==> src/acs_pkg.sv <==
// ----------------------------------------------------------------------------
// acs_pkg: shared types and constants
// Field types, register indexes, fixed-point constants and the divider
// request and response structs of the attenuation chi-square accumulator.
// ----------------------------------------------------------------------------
package acs_pkg;

  typedef logic [23:0]        u24_t;
  typedef logic signed [23:0] s24_t;

  // Configuration register indexes
  localparam logic [2:0] REG_INTENSITY_SCALE = 3'd0;
  localparam logic [2:0] REG_RESPONSE_SCALE  = 3'd1;
  localparam logic [2:0] REG_ATTEN_SCINT     = 3'd2;
  localparam logic [2:0] REG_ATTEN_VESSEL    = 3'd3;
  localparam logic [2:0] REG_ATTEN_WATER     = 3'd4;

  localparam logic [23:0] SCALE_ONE  = 24'h010000;
  localparam logic [23:0] M24        = 24'hFFFFFF;
  localparam logic [31:0] LN2_Q32    = 32'hB17217F8;
  localparam logic [37:0] PCAP       = {38{1'b1}};
  localparam logic [31:0] TERM_MAX   = 32'hFFFFFFFF;
  localparam logic [39:0] TOTAL_MAX  = {40{1'b1}};
  localparam logic [3:0]  EXP_LAST_K = 4'd13;

  typedef struct packed {
    logic        start;
    logic [63:0] num;
    logic [47:0] den;
  } div_req_t;

  typedef struct packed {
    logic        done;
    logic [31:0] quot;
  } div_rsp_t;

  // floor(2^32 / k) for the Taylor series steps
  function automatic logic [31:0] recip(input logic [3:0] k);
    logic [31:0] r;
    case (k)
      4'd2:    r = 32'h80000000;
      4'd3:    r = 32'h55555555;
      4'd4:    r = 32'h40000000;
      4'd5:    r = 32'h33333333;
      4'd6:    r = 32'h2AAAAAAA;
      4'd7:    r = 32'h24924924;
      4'd8:    r = 32'h20000000;
      4'd9:    r = 32'h1C71C71C;
      4'd10:   r = 32'h19999999;
      4'd11:   r = 32'h1745D174;
      4'd12:   r = 32'h15555555;
      4'd13:   r = 32'h13B13B13;
      default: r = 32'h00000000;
    endcase
    return r;
  endfunction

endpackage

==> src/acs_div.sv <==
// ----------------------------------------------------------------------------
// acs_div: restoring divider
// 64 by 48 bit division, one quotient bit per cycle, 32 quotient bits.
// The caller guarantees the quotient fits in 32 bits.
// ----------------------------------------------------------------------------
module acs_div import acs_pkg::*; (
  input  logic     clk,
  input  logic     rst,
  input  div_req_t req,
  output div_rsp_t rsp
);

  logic        busy;
  logic        done;
  logic [4:0]  cnt;
  logic [47:0] rem;
  logic [47:0] den;
  logic [31:0] low;
  logic [31:0] quot;
  logic [48:0] rem2;
  logic [48:0] diff;
  logic        ge;

  assign rem2 = {rem, low[31]};
  assign ge   = rem2 >= {1'b0, den};
  assign diff = rem2 - {1'b0, den};

  always_ff @(posedge clk) begin
    if (rst) begin
      busy <= 1'b0;
      done <= 1'b0;
      cnt  <= '0;
    end else begin
      done <= 1'b0;
      if (req.start) begin
        busy <= 1'b1;
        cnt  <= 5'd31;
      end else if (busy) begin
        cnt <= cnt - 5'd1;
        if (cnt == 5'd0) begin
          busy <= 1'b0;
          done <= 1'b1;
        end
      end
    end
  end

  always_ff @(posedge clk) begin
    if (req.start) begin
      rem  <= req.num[63:32];
      low  <= req.num[31:0];
      den  <= req.den;
      quot <= '0;
    end else if (busy) begin
      rem  <= ge ? diff[47:0] : rem2[47:0];
      low  <= {low[30:0], 1'b0};
      quot <= {quot[30:0], ge};
    end
  end

  assign rsp.done = done;
  assign rsp.quot = quot;

endmodule

==> config.mk <==
export PLATFORM = sky130hd
export DESIGN_NAME = acs_div
export DESIGN_NICKNAME = d
export VERILOG_FILES = /design/src/acs_pkg.sv /design/src/acs_div.sv
export SDC_FILE = /design/constraint.sdc
export NUM_CORES = 1
export LEC_CHECK = 0
export BUFFER_PORTS_ARGS = -buffer_cell sky130_fd_sc_hd__buf_2
export CAP_MARGIN = 20
export CORE_UTILIZATION = 55
export CTS_CLUSTER_DIAMETER = 100
export DETAILED_ROUTE_END_ITERATION = 8
export PLACE_DENSITY = 0.77
export SYNTH_ARGS = -nofsm -noshare
export SYNTH_HDL_FRONTEND = slang
export SYNTH_SLANG_ARGS = --single-unit
==> constraint.sdc <==
create_clock -name clk -period 4.7 [get_ports clk]
set_input_delay 0.94 -clock clk [delete_from_list [all_inputs] [get_ports clk]]
set_output_delay 0.94 -clock clk [all_outputs]
set_load 0.05 [all_outputs]
After elaboration in Yosys (flattened, before gate mapping):

Cells that the tools add are included.
Widths: inputs -> output; s select.

* bits of input ports: 115
* register bits: 167

* order comparisons: 1
* add/subtract/negate cells: 2
* bitwise operators: 1
* mux-type cells: 11
* reduce and logical (&&, ||, !) cells: 3

Operator list (count)
* $mux 32: 4
* $ge 49x48->1: 1
* $mux 48: 1
* $sub 48x48->48: 1
* $mux 5: 2
* $logic_not 5->1: 1
* $sub 5x1->5 const B: 1
* $mux 1: 4
* $reduce_or 3->1: 1
* $reduce_bool 2->1: 1
* $not 1->1: 1

Longest topological paths before layout:

Gate-level depths: netlist of run 1.

* depth in word-level cells: 4
* depth in mapped cells: 14
* gate-level depth less buffers: 13

Least setup slack after synthesis of run 1:

Ideal clock, no wire load.

* path kind: reg-to-reg
* start: register low[31]
* end: register rem[28], data pin
* slack: 1.637 ns
* period minus slack after synthesis: 3.063 ns
* stages on the path, launching flop included: 14
* data required time: 4.440 ns
* data arrival time: 2.803 ns
* cells stage by stage: edfxtp_1 -> inv_1 -> ha_1 -> inv_1 -> fa_1 -> a21o_1 -> a221oi_2 -> nand3b_1 -> o221ai_1 -> a211oi_2 -> o21ai_0 -> xnor2_1 -> o21ai_0 -> mux2_2

* cells in the longest elaborated chain, start to end: 4
* elaborated cells on any way between the ends: 5
* classes of those cells: add/sub (1); order compare (1); mux (3)

Ends and longest elaborated chain
* from (decl): line acs_div.sv:18 `logic [31:0] low;`
* from (signal assigned): line acs_div.sv:51 `low <= req.num[31:0];`
* from (signal assigned): line acs_div.sv:56 `low <= {low[30:0], 1'b0};`
* $sub 48x48->48 or $ge 49x48->1 (tied branches): line acs_div.sv:26, acs_div.sv:25
* $mux 48 *: line acs_div.sv:55 `rem <= ge ? diff[47:0] : rem2[47:0];`
* $mux 32 *: line acs_div.sv:54 `end else if (busy) begin`
* $mux 32 *: line acs_div.sv:49 `if (req.start) begin`
* to (signal assigned): line acs_div.sv:50 `rem <= req.num[63:32];`
* to (signal assigned): line acs_div.sv:55
* to (decl): line acs_div.sv:16 `logic [47:0] rem;`

Mark *: on every way between the ends. The rest lies on a longest branch, timed or not. The select of a mux whose other input is x is not followed.
A chain may end at the register's enable or synchronous reset.

Worst setup path after layout of run 1:

* start: register rem[11]
* end: register rem[22], data pin

* cells in the longest elaborated chain, start to end: 4
* elaborated cells on any way between the ends: 5
* classes of those cells: add/sub (1); order compare (1); mux (3)

Ends and longest elaborated chain (line)
* $sub 48x48->48 or $ge 49x48->1 (tied branches): acs_div.sv:26, acs_div.sv:25
* $mux 48 *: acs_div.sv:55
* $mux 32 *: acs_div.sv:54
* $mux 32 *: acs_div.sv:49

Marks and branches as above.

==> results of run 1 <==
cells by family (layout without fill, tap and decap cells):
family,count (synthesis),after routing
other,0,3
muxes,83,83
adders and majority gates,51,51
buffers and inverters,143,269
DFF,167,167
and+or+nand+nor,255,255
AOI/OAI and AO/OA,250,250
xor gates and xnor gates,40,40
per-layer routing:
metal / vias to the layer above / share of wire / GRT usage / wire (um)
met2: 252 / 0.45 / 0.3903 / 10050
met5: - / 0 / 0 / 0
met4: 0 / 0.024 / 0.1092 / 531
met1: 3619 / 0.45 / 0.3312 / 10070
li1: 3818 / - / - / -
met3: 37 / 0.071 / 0.05799 / 1587
worst max-delay path, delay by kind of cell, from the launching register on:
kind | cells | cell delay [ns]
adders and majority gates | 1 | 0.39
buffers and inverters | 1 | 0.27
and+or+nand+nor | 2 | 0.77
DFF | 1 | 0.39
AOI/OAI and AO/OA | 6 | 1.71
synth_stat cells (19+ instances only):
master and instances:
a211oi_1 29, a21o_1 22, a21oi_1 82, clkbuf_1 36, dfxtp_1 55, edfxtp_1 112
ha_1 50, inv_1 83, mux2_2 42, mux2i_1 41, nand2_1 45, nand3_1 19
nand4_1 21, nor2_1 99, o21ai_0 42, xor2_1 22
worst min path at each step:
stage | endpoint | from | slack, ns | depth (start not counted)
finish | rem[32]$_SDFFE_PP0P_ | rem[32]$_SDFFE_PP0P_ | 0.51 | 2
global route | rem[32]$_SDFFE_PP0P_ | rem[32]$_SDFFE_PP0P_ | 0.54 | 2
CTS | rem[32]$_SDFFE_PP0P_ | rem[32]$_SDFFE_PP0P_ | 0.51 | 2
detailed placement | quot[31]$_SDFFE_PP0P_ | quot[31]$_SDFFE_PP0P_ | 0.50 | 2
global placement | quot[31]$_SDFFE_PP0P_ | quot[31]$_SDFFE_PP0P_ | 0.48 | 2
floorplan | rem[32]$_SDFFE_PP0P_ | rem[32]$_SDFFE_PP0P_ | 0.45 | 2
flip-flops by register name, summed over array words and instances, names as in the netlist:
name and count:
rem 48, low 32, busy 1, done 1, quot 32, den 48, cnt 5
report_power, final:
| group | total, mW | switching, mW | internal [mW] | leakage (nW) |
|---|---|---|---|---|
| clock network | 1.42 | 0.698 | 0.724 | 0.294 |
| logic | 1.13 | 0.673 | 0.456 | 3.01 |
| registers | 1.77 | 0.0584 | 1.71 | 1.56 |
| total | 4.32 | 1.43 | 2.89 | 4.86 |
layout make-up:
type                            instances  area (sq um)
Antenna cell                            3         7.507
Clock buffer                           17         425.4
Clock inverter                         15         173.9
Fill cell                            1429          6140
Inverter                               83         311.5
Multi-Input combinational cell        679          4732
Sequential cell                       167          4466
Tap cell                              225         281.5
Timing Repair Buffer                  154         819.5
cells in the final DEF (no fill, tap or decap), drive strengths merged, types with 22 or more instances in the layout:
cell type	synthesis	routed
nor2	99	99
nand2	45	45
dfxtp	55	55
mux2	42	42
a211oi	30	30
o21ai	46	46
edfxtp	112	112
mux2i	41	41
inv	83	93
a21oi	85	85
a21o	22	22
xor2	22	22
buf	15	154
ha	50	50
==> flow_metrics.env, run 1 <==
export IMPL_outcome="finished, final reports clean"
export IMPL_hold_ws_ns=0.5105
export IMPL_synth_largest_area_cell="edfxtp_1"
export IMPL_yosys_area_share_adder=0.06566
export IMPL_skew_ns=0.01803
export IMPL_fp_dieW_um=135.7
export IMPL_worstMarginPinSlew_ns=1.029
export IMPL_initial_core_util=0.5665
export IMPL_cts_tree="yes"
export IMPL_finalNetCount=1268
export IMPL_worstPathCellList="ha_1 -> a21oi_1 -> o21ai_0 -> o31a_1 -> nor4b_1 -> o21a_2 -> buf_4 -> nor2_1 -> a211oi_1 -> a21oi_1"
export IMPL_grt_overflow_total=0
export IMPL_p_leak_nw=4.863
export IMPL_synth_mux_area_frac=0.08983
export IMPL_dp_cells=1308
export IMPL_finalCritPeriodShare=0.8106
export IMPL_io_pins=148
export IMPL_synth_avg_cell_area_sq_um=9.943
export IMPL_post_route_min_period_ns=3.810
export IMPL_r2r_end="rem[22]$_DFFE_PP_"
export IMPL_yosysUniqueCellTypes=79
export IMPL_drt_iter0_markers=567
export IMPL_synth_compound_area_frac=0.1638
export IMPL_grt_usage=0.2502
export IMPL_postCtsHoldBufs=0
export IMPL_wl_per_cell_um=16.56
export IMPL_rr_worst_depth=10
export IMPL_place_area_sq_um=10610
export IMPL_routed_via_count=7726
export IMPL_synth_top_area_frac=0.3420
export IMPL_path_common_cell="a21oi_1"
export IMPL_synth_area_top_cells="edfxtp_1 (34%), dfxtp_1 (11%), ha_1 (6.4%)"
export IMPL_max_cap_viol_count=0
export IMPL_routed_via_density=5.753
export IMPL_hold_violations=0
export IMPL_crit_fanout=14
export IMPL_synthFlopType="edfxtp_1"
export IMPL_cp_start_kind="flip-flop"
export IMPL_grt_pass1_wl_mm=36.04
export IMPL_critPathSlowestCell="nor4b_1"
export IMPL_power_mw=4.319
export IMPL_yosys_area_share_simple=0.1255
export IMPL_rows=48
export IMPL_syn2layout_area_growth_pct=14.07
export IMPL_r2r_start="rem[11]$_DFFE_PP_"
export IMPL_fin_setup_tns_ns=0
export IMPL_setup_viol=0
export IMPL_synth_xor_area_frac=0.03563
export IMPL_slew_viol_final=0
export IMPL_worstSetupPathType="flip-flop to flip-flop"
export IMPL_instances_no_fill=1343
export IMPL_postLayoutCellArea_sq_um=11220
export IMPL_fmax_ghz=0.2625
export IMPL_dp_slack_ns=0.9788
export IMPL_synth_area_sq_um=9833
export IMPL_wl_mm=22.24
export IMPL_die_y_um=135.7
export IMPL_hold_class="flip-flop to flip-flop"
export IMPL_root_buffer="clkbuf_16"
export IMPL_yosysSeqAreaShare=0.4540
export IMPL_end_kind="flip-flop"
export IMPL_dieArea_sq_um=18420
export IMPL_synth_edf_count=112
export IMPL_rsz0062_at_grt="false"
export IMPL_cp_data_required_time_ns=4.86
export IMPL_cts_sinks=167
export IMPL_synth_top_family_by_area="compound AO/OA/AOI/OAI gates"
export IMPL_synth_seq_cells=167
export IMPL_drtAntennaViolNets=0
export IMPL_slew_limit_headroom=0.3112
export IMPL_clk_latency_ns=0.45
export IMPL_max_vdd_ir_drop_v=0.0003053
export IMPL_cts_max_path_buffers=2
export IMPL_grt_max_degree=123
export IMPL_route_detailed_drc=0
export IMPL_crit_path_start="rem[11]$_DFFE_PP_"
export IMPL_arrival_ns=3.97
export IMPL_synth_fp_nets=1155
export IMPL_rrSetupSlack_ns=0.89
export IMPL_postSynth_asyncResetShare=0
export IMPL_critPathCapture="rem[22]$_DFFE_PP_"
export IMPL_crit_path_max_incr_delay_ns=0.70
export IMPL_hpwl_mm=15.42
export IMPL_coreArea_sq_um=17360
export IMPL_cts_clk_slew_worst_paths_ns=0.08
export IMPL_ctsHtreeMaxLevel=4
export IMPL_post_route_util=0.6463
export IMPL_grt_pass1_vias=7430
export IMPL_cts_resized_gates=0
export IMPL_portBuffers=147
export IMPL_antenna_found_initial=1
export IMPL_yosysWarnings=0
export IMPL_routabilityCongestion=0.8788
export IMPL_synthCells=989
export IMPL_fin_ws_ns=0.8899
export IMPL_cts_setup_buffers=0
export IMPL_cts_inserted_buffers=17
export IMPL_drive_gt1_frac=0.2242
export IMPL_firstDrtPassIters=5
export IMPL_power_density_nw_per_um2=385.1
(Power assumes the default switching activity.)
==> run 2, diff against run 1 <==
ABC_AREA = 1   (was unset)
clock period = 3.9 ns   (was 4.7 ns; I/O delays follow)
==> run 2 against run 1 <==
  * Cell count grew 48%
  * Synthesized cell count increased by 59%
  * Clock skew increased by 0.0022 ns
  * Fmax increased by 26%
  * Setup slack worse by 0.0035 ns
  * Critical path type unchanged
  * Final area up 11%
  * Sequential share of layout area shrank 4.1 points
  * Core utilization down 0.24 points
  * Clock-buffer cell count stayed put
  * Clock power grew 26%
  * Global-route usage up 5.4 points
  * First-iteration DRC count grew 33%
==> flow_metrics.env, run 2 <==
export IMPL_worstPathCellList="ha_1 -> nand2_1 -> nor2_1 -> nand3_1 -> nand3_1 -> nand2_1 -> nand2_1 -> nand3_2 -> nand3_2 -> buf_4 -> nand2_1 -> nand3_1 -> nand2_1"
export IMPL_place_area_sq_um=11870
export IMPL_routed_via_density=5.102
export IMPL_antenna_found_initial=0
export IMPL_io_pins=148
export IMPL_synth_seq_cells=167
export IMPL_synth_edf_count=112
export IMPL_netSwitchingFraction=0.3372
export IMPL_synthCells=1574
export IMPL_fmax_ghz=0.3318
export IMPL_max_vdd_ir_drop_v=0.0002818
export IMPL_grt_max_degree=61
export IMPL_firstDrtPassIters=5
export IMPL_root_buffer="clkbuf_16"
export IMPL_path_buf_inv=1
export IMPL_diodes=0
export IMPL_slew_limit_headroom=0.3570
export IMPL_wl_mm=29.65
export IMPL_combPwrFrac=0.226
export IMPL_final_common_cell="nand2_1"
export IMPL_rrSetupSlack_ns=0.89
export IMPL_worstSetupPathType="flip-flop to flip-flop"
export IMPL_crit_path_max_incr_delay_ns=0.49
export IMPL_yosysWarnings=0
export IMPL_clkPwrFrac=0.357
export IMPL_crit_fanout=49
export IMPL_synth_largest_area_cell="edfxtp_1"
export IMPL_die_y_um=142.7
export IMPL_cp_data_required_time_ns=4.10
export IMPL_grt_pass1_vias=9657
export IMPL_yosysUniqueCellTypes=37
export IMPL_dp_slack_ns=0.9323
export IMPL_postLayoutCellArea_sq_um=12490
export IMPL_end_kind="flip-flop"
export IMPL_fin_ws_ns=0.8864
export IMPL_final_cell_mix="nand2_1 (616), inv_1 (302), buf_2 (146), edfxtp_1 (112), nor2_1 (95)"
export IMPL_synth_most_common_cell="nand2_1"
export IMPL_power_density_nw_per_um2=400.0
export IMPL_p_sw_mw=1.685
export IMPL_dieArea_sq_um=20360
export IMPL_hold_class="flip-flop to flip-flop"
export IMPL_p_leak_nw=6.682
export IMPL_syn2layout_area_growth_pct=14.76
export IMPL_synth_area_sq_um=10880
export IMPL_cts_tree="yes"
export IMPL_rows=51
export IMPL_post_route_min_period_ns=3.014
export IMPL_grt_usage=0.3043
export IMPL_postSynth_asyncResetShare=0
export IMPL_fin_setup_tns_ns=0
export IMPL_synthFlopType="edfxtp_1"
export IMPL_setup_viol=0
export IMPL_seqPwrFrac=0.416
export IMPL_postCtsHoldBufs=0
export IMPL_fp_dieW_um=142.7
export IMPL_drt_iter0_markers=755
export IMPL_routabilityCongestion=0.9804
export IMPL_worstMarginPinSlew_ns=0.9635
export IMPL_rsz0062_at_grt="false"
export IMPL_coreArea_sq_um=19400
export IMPL_ctsHtreeMaxLevel=4
export IMPL_synthTopCellsByCount="nand2_1 (616), inv_1 (303), edfxtp_1 (112)"
export IMPL_outcome="finished, final reports clean"
export IMPL_slew_viol_final=0
export IMPL_synth_avg_cell_area_sq_um=6.915
export IMPL_drtAntennaViolNets=0
export IMPL_wl_per_cell_um=14.91
export IMPL_cts_clk_slew_worst_paths_ns=0.07
export IMPL_cts_setup_buffers=0
export IMPL_top_regs="den x48, rem x48"
export IMPL_synth_area_top_cells="edfxtp_1 (31%), nand2_1 (21%), inv_1 (10%)"
export IMPL_synth_fp_nets=1740
export IMPL_cp_top_family="simple AND/OR/NAND/NOR gates"
export IMPL_skew_ns=0.02028
export IMPL_cp_start_kind="flip-flop"
export IMPL_cellInternalPower_mw=3.311
export IMPL_drive_gt1_frac=0.1167
export IMPL_routed_via_count=10140
export IMPL_post_route_util=0.6439
export IMPL_grt_pass1_wl_mm=48.00
export IMPL_route_detailed_drc=0
export IMPL_power_mw=4.996
export IMPL_synth_top_area_frac=0.3090
export IMPL_path_common_cell="nand2_1"
export IMPL_hold_violations=0
export IMPL_cts_sinks=167
export IMPL_portBuffers=147
export IMPL_yosysSeqAreaShare=0.4102
export IMPL_cts_inserted_buffers=17
export IMPL_cts_resized_gates=0
export IMPL_grt_overflow_total=0
export IMPL_arrival_ns=3.21
export IMPL_critPathSlowestCell="buf_4"
export IMPL_finalNetCount=1876
export IMPL_finalCritPeriodShare=0.7727
export IMPL_cts_max_path_buffers=2
export IMPL_hpwl_mm=22.53
export IMPL_initial_core_util=0.5611
export IMPL_clk_latency_ns=0.45
export IMPL_max_cap_viol_count=0
run 2: cell families (layout without fill, tap and decap cells):
| family | Yosys count | after routing | synth area share |
|---|---|---|---|
| adder cells (fa/ha/maj) | 51 | 51 | 0.05932 |
| buffers and inverters | 347 | 496 | 0.1217 |
| AND/OR/NAND/NOR | 885 | 885 | 0.3371 |
| XOR/XNOR | 24 | 24 | 0.01931 |
| flip-flops | 167 | 167 | 0.4102 |
| AO/OA/AOI/OAI | 100 | 100 | 0.05242 |
run 2: power groups by stage:
stage | registers (mW) | clock network, mW | logic [mW]
after floorplan | 2.11 | 0 | 0.790
after global placement | 2.11 | 0 | 1.10
after detailed placement | 2.12 | 0 | 1.11
after CTS | 2.08 | 1.81 | 1.12
after global routing | 2.09 | 1.85 | 1.27
final | 2.08 | 1.79 | 1.13
run 2: path summary, 6_finish.rpt:
kind                                            from                    to  depth (start not counted)
worst max-delay path                rem[6]$_DFFE_PP_     rem[31]$_DFFE_PP_                         13
worst min register to register  rem[38]$_SDFFE_PP0P_  rem[38]$_SDFFE_PP0P_                          2
worst max register to register      rem[6]$_DFFE_PP_     rem[31]$_DFFE_PP_                         13
worst min-delay path            rem[38]$_SDFFE_PP0P_  rem[38]$_SDFFE_PP0P_                          2
run 2: routing by layer:
| layer | global-route usage | up-vias | share of wire | routed length [um] |
|---|---|---|---|---|
| met5 | 0 | - | 0 | 0 |
| met4 | 0.07980 | 0 | 0.015 | 443 |
| met3 | 0.05902 | 35 | 0.067 | 1975 |
| met2 | 0.5103 | 315 | 0.46 | 13650 |
| met1 | 0.4014 | 4575 | 0.46 | 13580 |
| li1 | - | 5217 | - | - |
run 2: final cells by class:
type | instances | area (sq um)
Timing Repair Buffer | 158 | 833.3
Inverter | 306 | 1150
Clock inverter | 15 | 191.4
Tap cell | 265 | 331.6
Sequential cell | 167 | 4464
Fill cell | 1837 | 6908
Multi-Input combinational cell | 1060 | 5095
Clock buffer | 17 | 425.4
run 2: metrics by stage:
step / std cells / hold WS, ns
after global routing: 1988 / 0.4956
after detailed placement: 1956 / 0.4618
after floorplan: 1574 / 0.4422
after global placement: 1956 / 0.4374
final: 1988 / 0.4739
after CTS: 1988 / 0.4779
run 2: worst reg2reg max path, delay by kind of cell, from the launching register on:
kind	cells	cell delay, ns
AND/OR/NAND/NOR	11	1.50
adder cells (fa/ha/maj)	1	0.37
flip-flops	1	0.40
buffers and inverters	1	0.49
==> run 3, diff against run 2 <==
CORE_UTILIZATION = 53   (was 55)
clock period = 2.6 ns   (was 3.9 ns; I/O delays follow)
==> run 3 against run 2 <==
  * Setup slack worse by 0.88 ns
  * First-iteration DRC count down 4.2%
  * Sequential cell count unchanged
  * Total power up 56%
  * Highest routed layer unchanged
  * Hold slack worse by 0.23 ns
  * Global-route usage down 0.74 points
  * Non-clock buffer count up 39
  * Critical path type unchanged
==> flow_metrics.env, run 3 (synthesis results as in run 2) <==
export IMPL_outcome="finished, final reports clean"
export IMPL_drive_gt1_frac=0.1822
export IMPL_drt_iter0_markers=723
export IMPL_root_buffer="clkbuf_16"
export IMPL_clk_latency_ns=0.45
export IMPL_wl_mm=32.29
export IMPL_routed_via_count=10410
export IMPL_grt_max_degree=102
export IMPL_cts_clk_slew_worst_paths_ns=0.08
export IMPL_routabilityCongestion=1.013
export IMPL_min_path_cells=1
export IMPL_cts_inserted_buffers=17
export IMPL_fp_dieW_um=145.3
export IMPL_syn2layout_area_growth_pct=24.90
export IMPL_diodes=0
export IMPL_p_leak_nw=6.988
export IMPL_slew_viol_final=0
export IMPL_initial_core_util=0.5396
export IMPL_top_regs="den x48, rem x48"
export IMPL_crit_path_max_incr_delay_ns=0.46
export IMPL_routed_wl_met2_mm=14.92
export IMPL_hold_ws_ns=0.2410
export IMPL_multiInputGateArea_sq_um=5654
export IMPL_ctsHtreeMaxLevel=4
export IMPL_power_mw=7.807
export IMPL_max_cap_viol_count=0
export IMPL_regArea_sq_um=4464
export IMPL_wl_per_cell_um=15.89
export IMPL_postLayoutCellArea_sq_um=13590
export IMPL_dieArea_sq_um=21110
export IMPL_fillCellCount=1757
export IMPL_slew_limit_headroom=0.6288
export IMPL_end_kind="flip-flop"
export IMPL_cts_max_path_buffers=2
export IMPL_final_cell_mix="nand2_1 (594), inv_1 (301), buf_2 (146), edfxtp_1 (112), nand3_1 (86)"
export IMPL_route_detailed_drc=0
export IMPL_skew_ns=0.01175
export IMPL_r2r_start="rem[23]$_DFFE_PP_"
export IMPL_routed_via_density=5.124
export IMPL_path_common_cell="nand2_1"
export IMPL_hpwl_mm=23.56
export IMPL_fmax_ghz=0.3860
export IMPL_max_vdd_ir_drop_v=0.0004551
export IMPL_drtAntennaViolNets=0
export IMPL_cp_data_required_time_ns=2.94
export IMPL_finalCritPeriodShare=0.9965
export IMPL_hp_start="req[20]"
export IMPL_rr_worst_depth=16
export IMPL_grt_overflow_total=0
export IMPL_rrSetupSlack_ns=0.009
export IMPL_hold_class="primary input to flip-flop"
export IMPL_critPathSlowestCell="edfxtp_1"
export IMPL_worstMarginPinSlew_ns=0.5560
export IMPL_wl_met1_mm=14.46
export IMPL_cts_sinks=167
export IMPL_dr_max_layer_used="met4"
export IMPL_post_route_min_period_ns=2.591
export IMPL_finalNetCount=1915
export IMPL_antenna_found_initial=0
export IMPL_cts_tree="yes"
export IMPL_power_density_nw_per_um2=574.3
export IMPL_io_pins=148
export IMPL_crit_path_start="rem[23]$_DFFE_PP_"
export IMPL_grt_pass1_vias=9742
export IMPL_met3_length_mm=2.045
export IMPL_crit_fanout=7
export IMPL_r2r_end="rem[46]$_SDFFE_PP0P_"
export IMPL_grt_usage=0.2969
export IMPL_die_y_um=145.3
export IMPL_firstDrtPassIters=5
export IMPL_grt_pass1_wl_mm=49.58
export IMPL_min_to="den[20]$_DFFE_PP_"
export IMPL_worstPathCellList="ha_4 -> nand2_1 -> inv_1 -> a21oi_1 -> nand2_1 -> nand2_1 -> nand2_2 -> a21oi_4 -> buf_12 -> nand3_4 -> buf_4 -> buf_12 -> nand2_8 -> nand2_1 -> nand2_1 -> nand2_1"
export IMPL_place_area_sq_um=12090
export IMPL_rows=52
export IMPL_fin_setup_tns_ns=0
export IMPL_setup_viol=0
export IMPL_portBuffers=147
export IMPL_final_common_cell="nand2_1"
export IMPL_hold_violations=0
export IMPL_coreArea_sq_um=20170
export IMPL_worstSetupPathType="flip-flop to flip-flop"
export IMPL_post_route_util=0.6740
export IMPL_cp_start_kind="flip-flop"
export IMPL_arrival_ns=2.93
[run 3: worst max-delay path by stage]
stage	cells after the start	to	slack (ns)
after detailed placement	13	rem[10]$_DFFE_PP_	-0.19
after global placement	16	rem[28]$_DFFE_PP_	-0.15
after CTS	12	rem[0]$_DFFE_PP_	0.007
after floorplan	3	low[0]$_SDFFCE_PN0P_	0.24
final	16	rem[46]$_SDFFE_PP0P_	0.009
after global routing	16	rem[41]$_SDFFE_PP0P_	-0.08
[run 3: power breakdown]
part / switching [mW] / leakage, nW / internal [mW]
registers: 0.0885 / 1.57 / 3.05
clock network: 1.37 / 0.305 / 1.35
logic: 1.21 / 5.11 / 0.746
total: 2.67 / 6.99 / 5.14
[run 3: layout make-up]
| type | instances | area share |
|---|---|---|
| inverter | 306 | 0.08458 |
| sequential | 167 | 0.3284 |
| multi-input combinational | 1060 | 0.4159 |
| clock buffer | 17 | 0.03129 |
| timing repair buffer | 197 | 0.09977 |
| clock inverter | 15 | 0.01519 |
| tap | 270 | 0.02485 |
[run 3: critical path, delay by kind of cell, from the launching register on]
family	cells	cell delay, ns
simple gates	9	0.79
buf+inv	4	0.51
compound gates	2	0.40
flops	1	0.46
fa+ha+maj	1	0.30
[run 3: per-stage QoR]
step	instances	setup WS [ns]
2_1_floorplan	1574	0.2432
3_3_place_gp	1981	-0.1482
3_5_place_dp	1981	-0.1866
4_1_cts	2013	0.006608
5_1_grt	2032	-0.08121
6_report	2032	0.009106
[run 3: repair_timing]
| action | 4_1_cts | 5_1_grt |
|---|---|---|
| setup endpoints to repair | 39 | 49 |
| setup buffers | 0 | 13 |
| cloned | 0 | 7 |
| hold buffers | 0 | 0 |
| gates resized for setup | 13 | 97 |
| pin swaps | 0 | 9 |
| endpoints found under the hold margin | 0 | 0 |
[run 3: layer usage]
layer,vias to the layer above,global-route usage
met1,4694,0.4016
met5,-,0
li1,5297,-
met4,0,0.08632
met3,59,0.04937
met2,361,0.4897
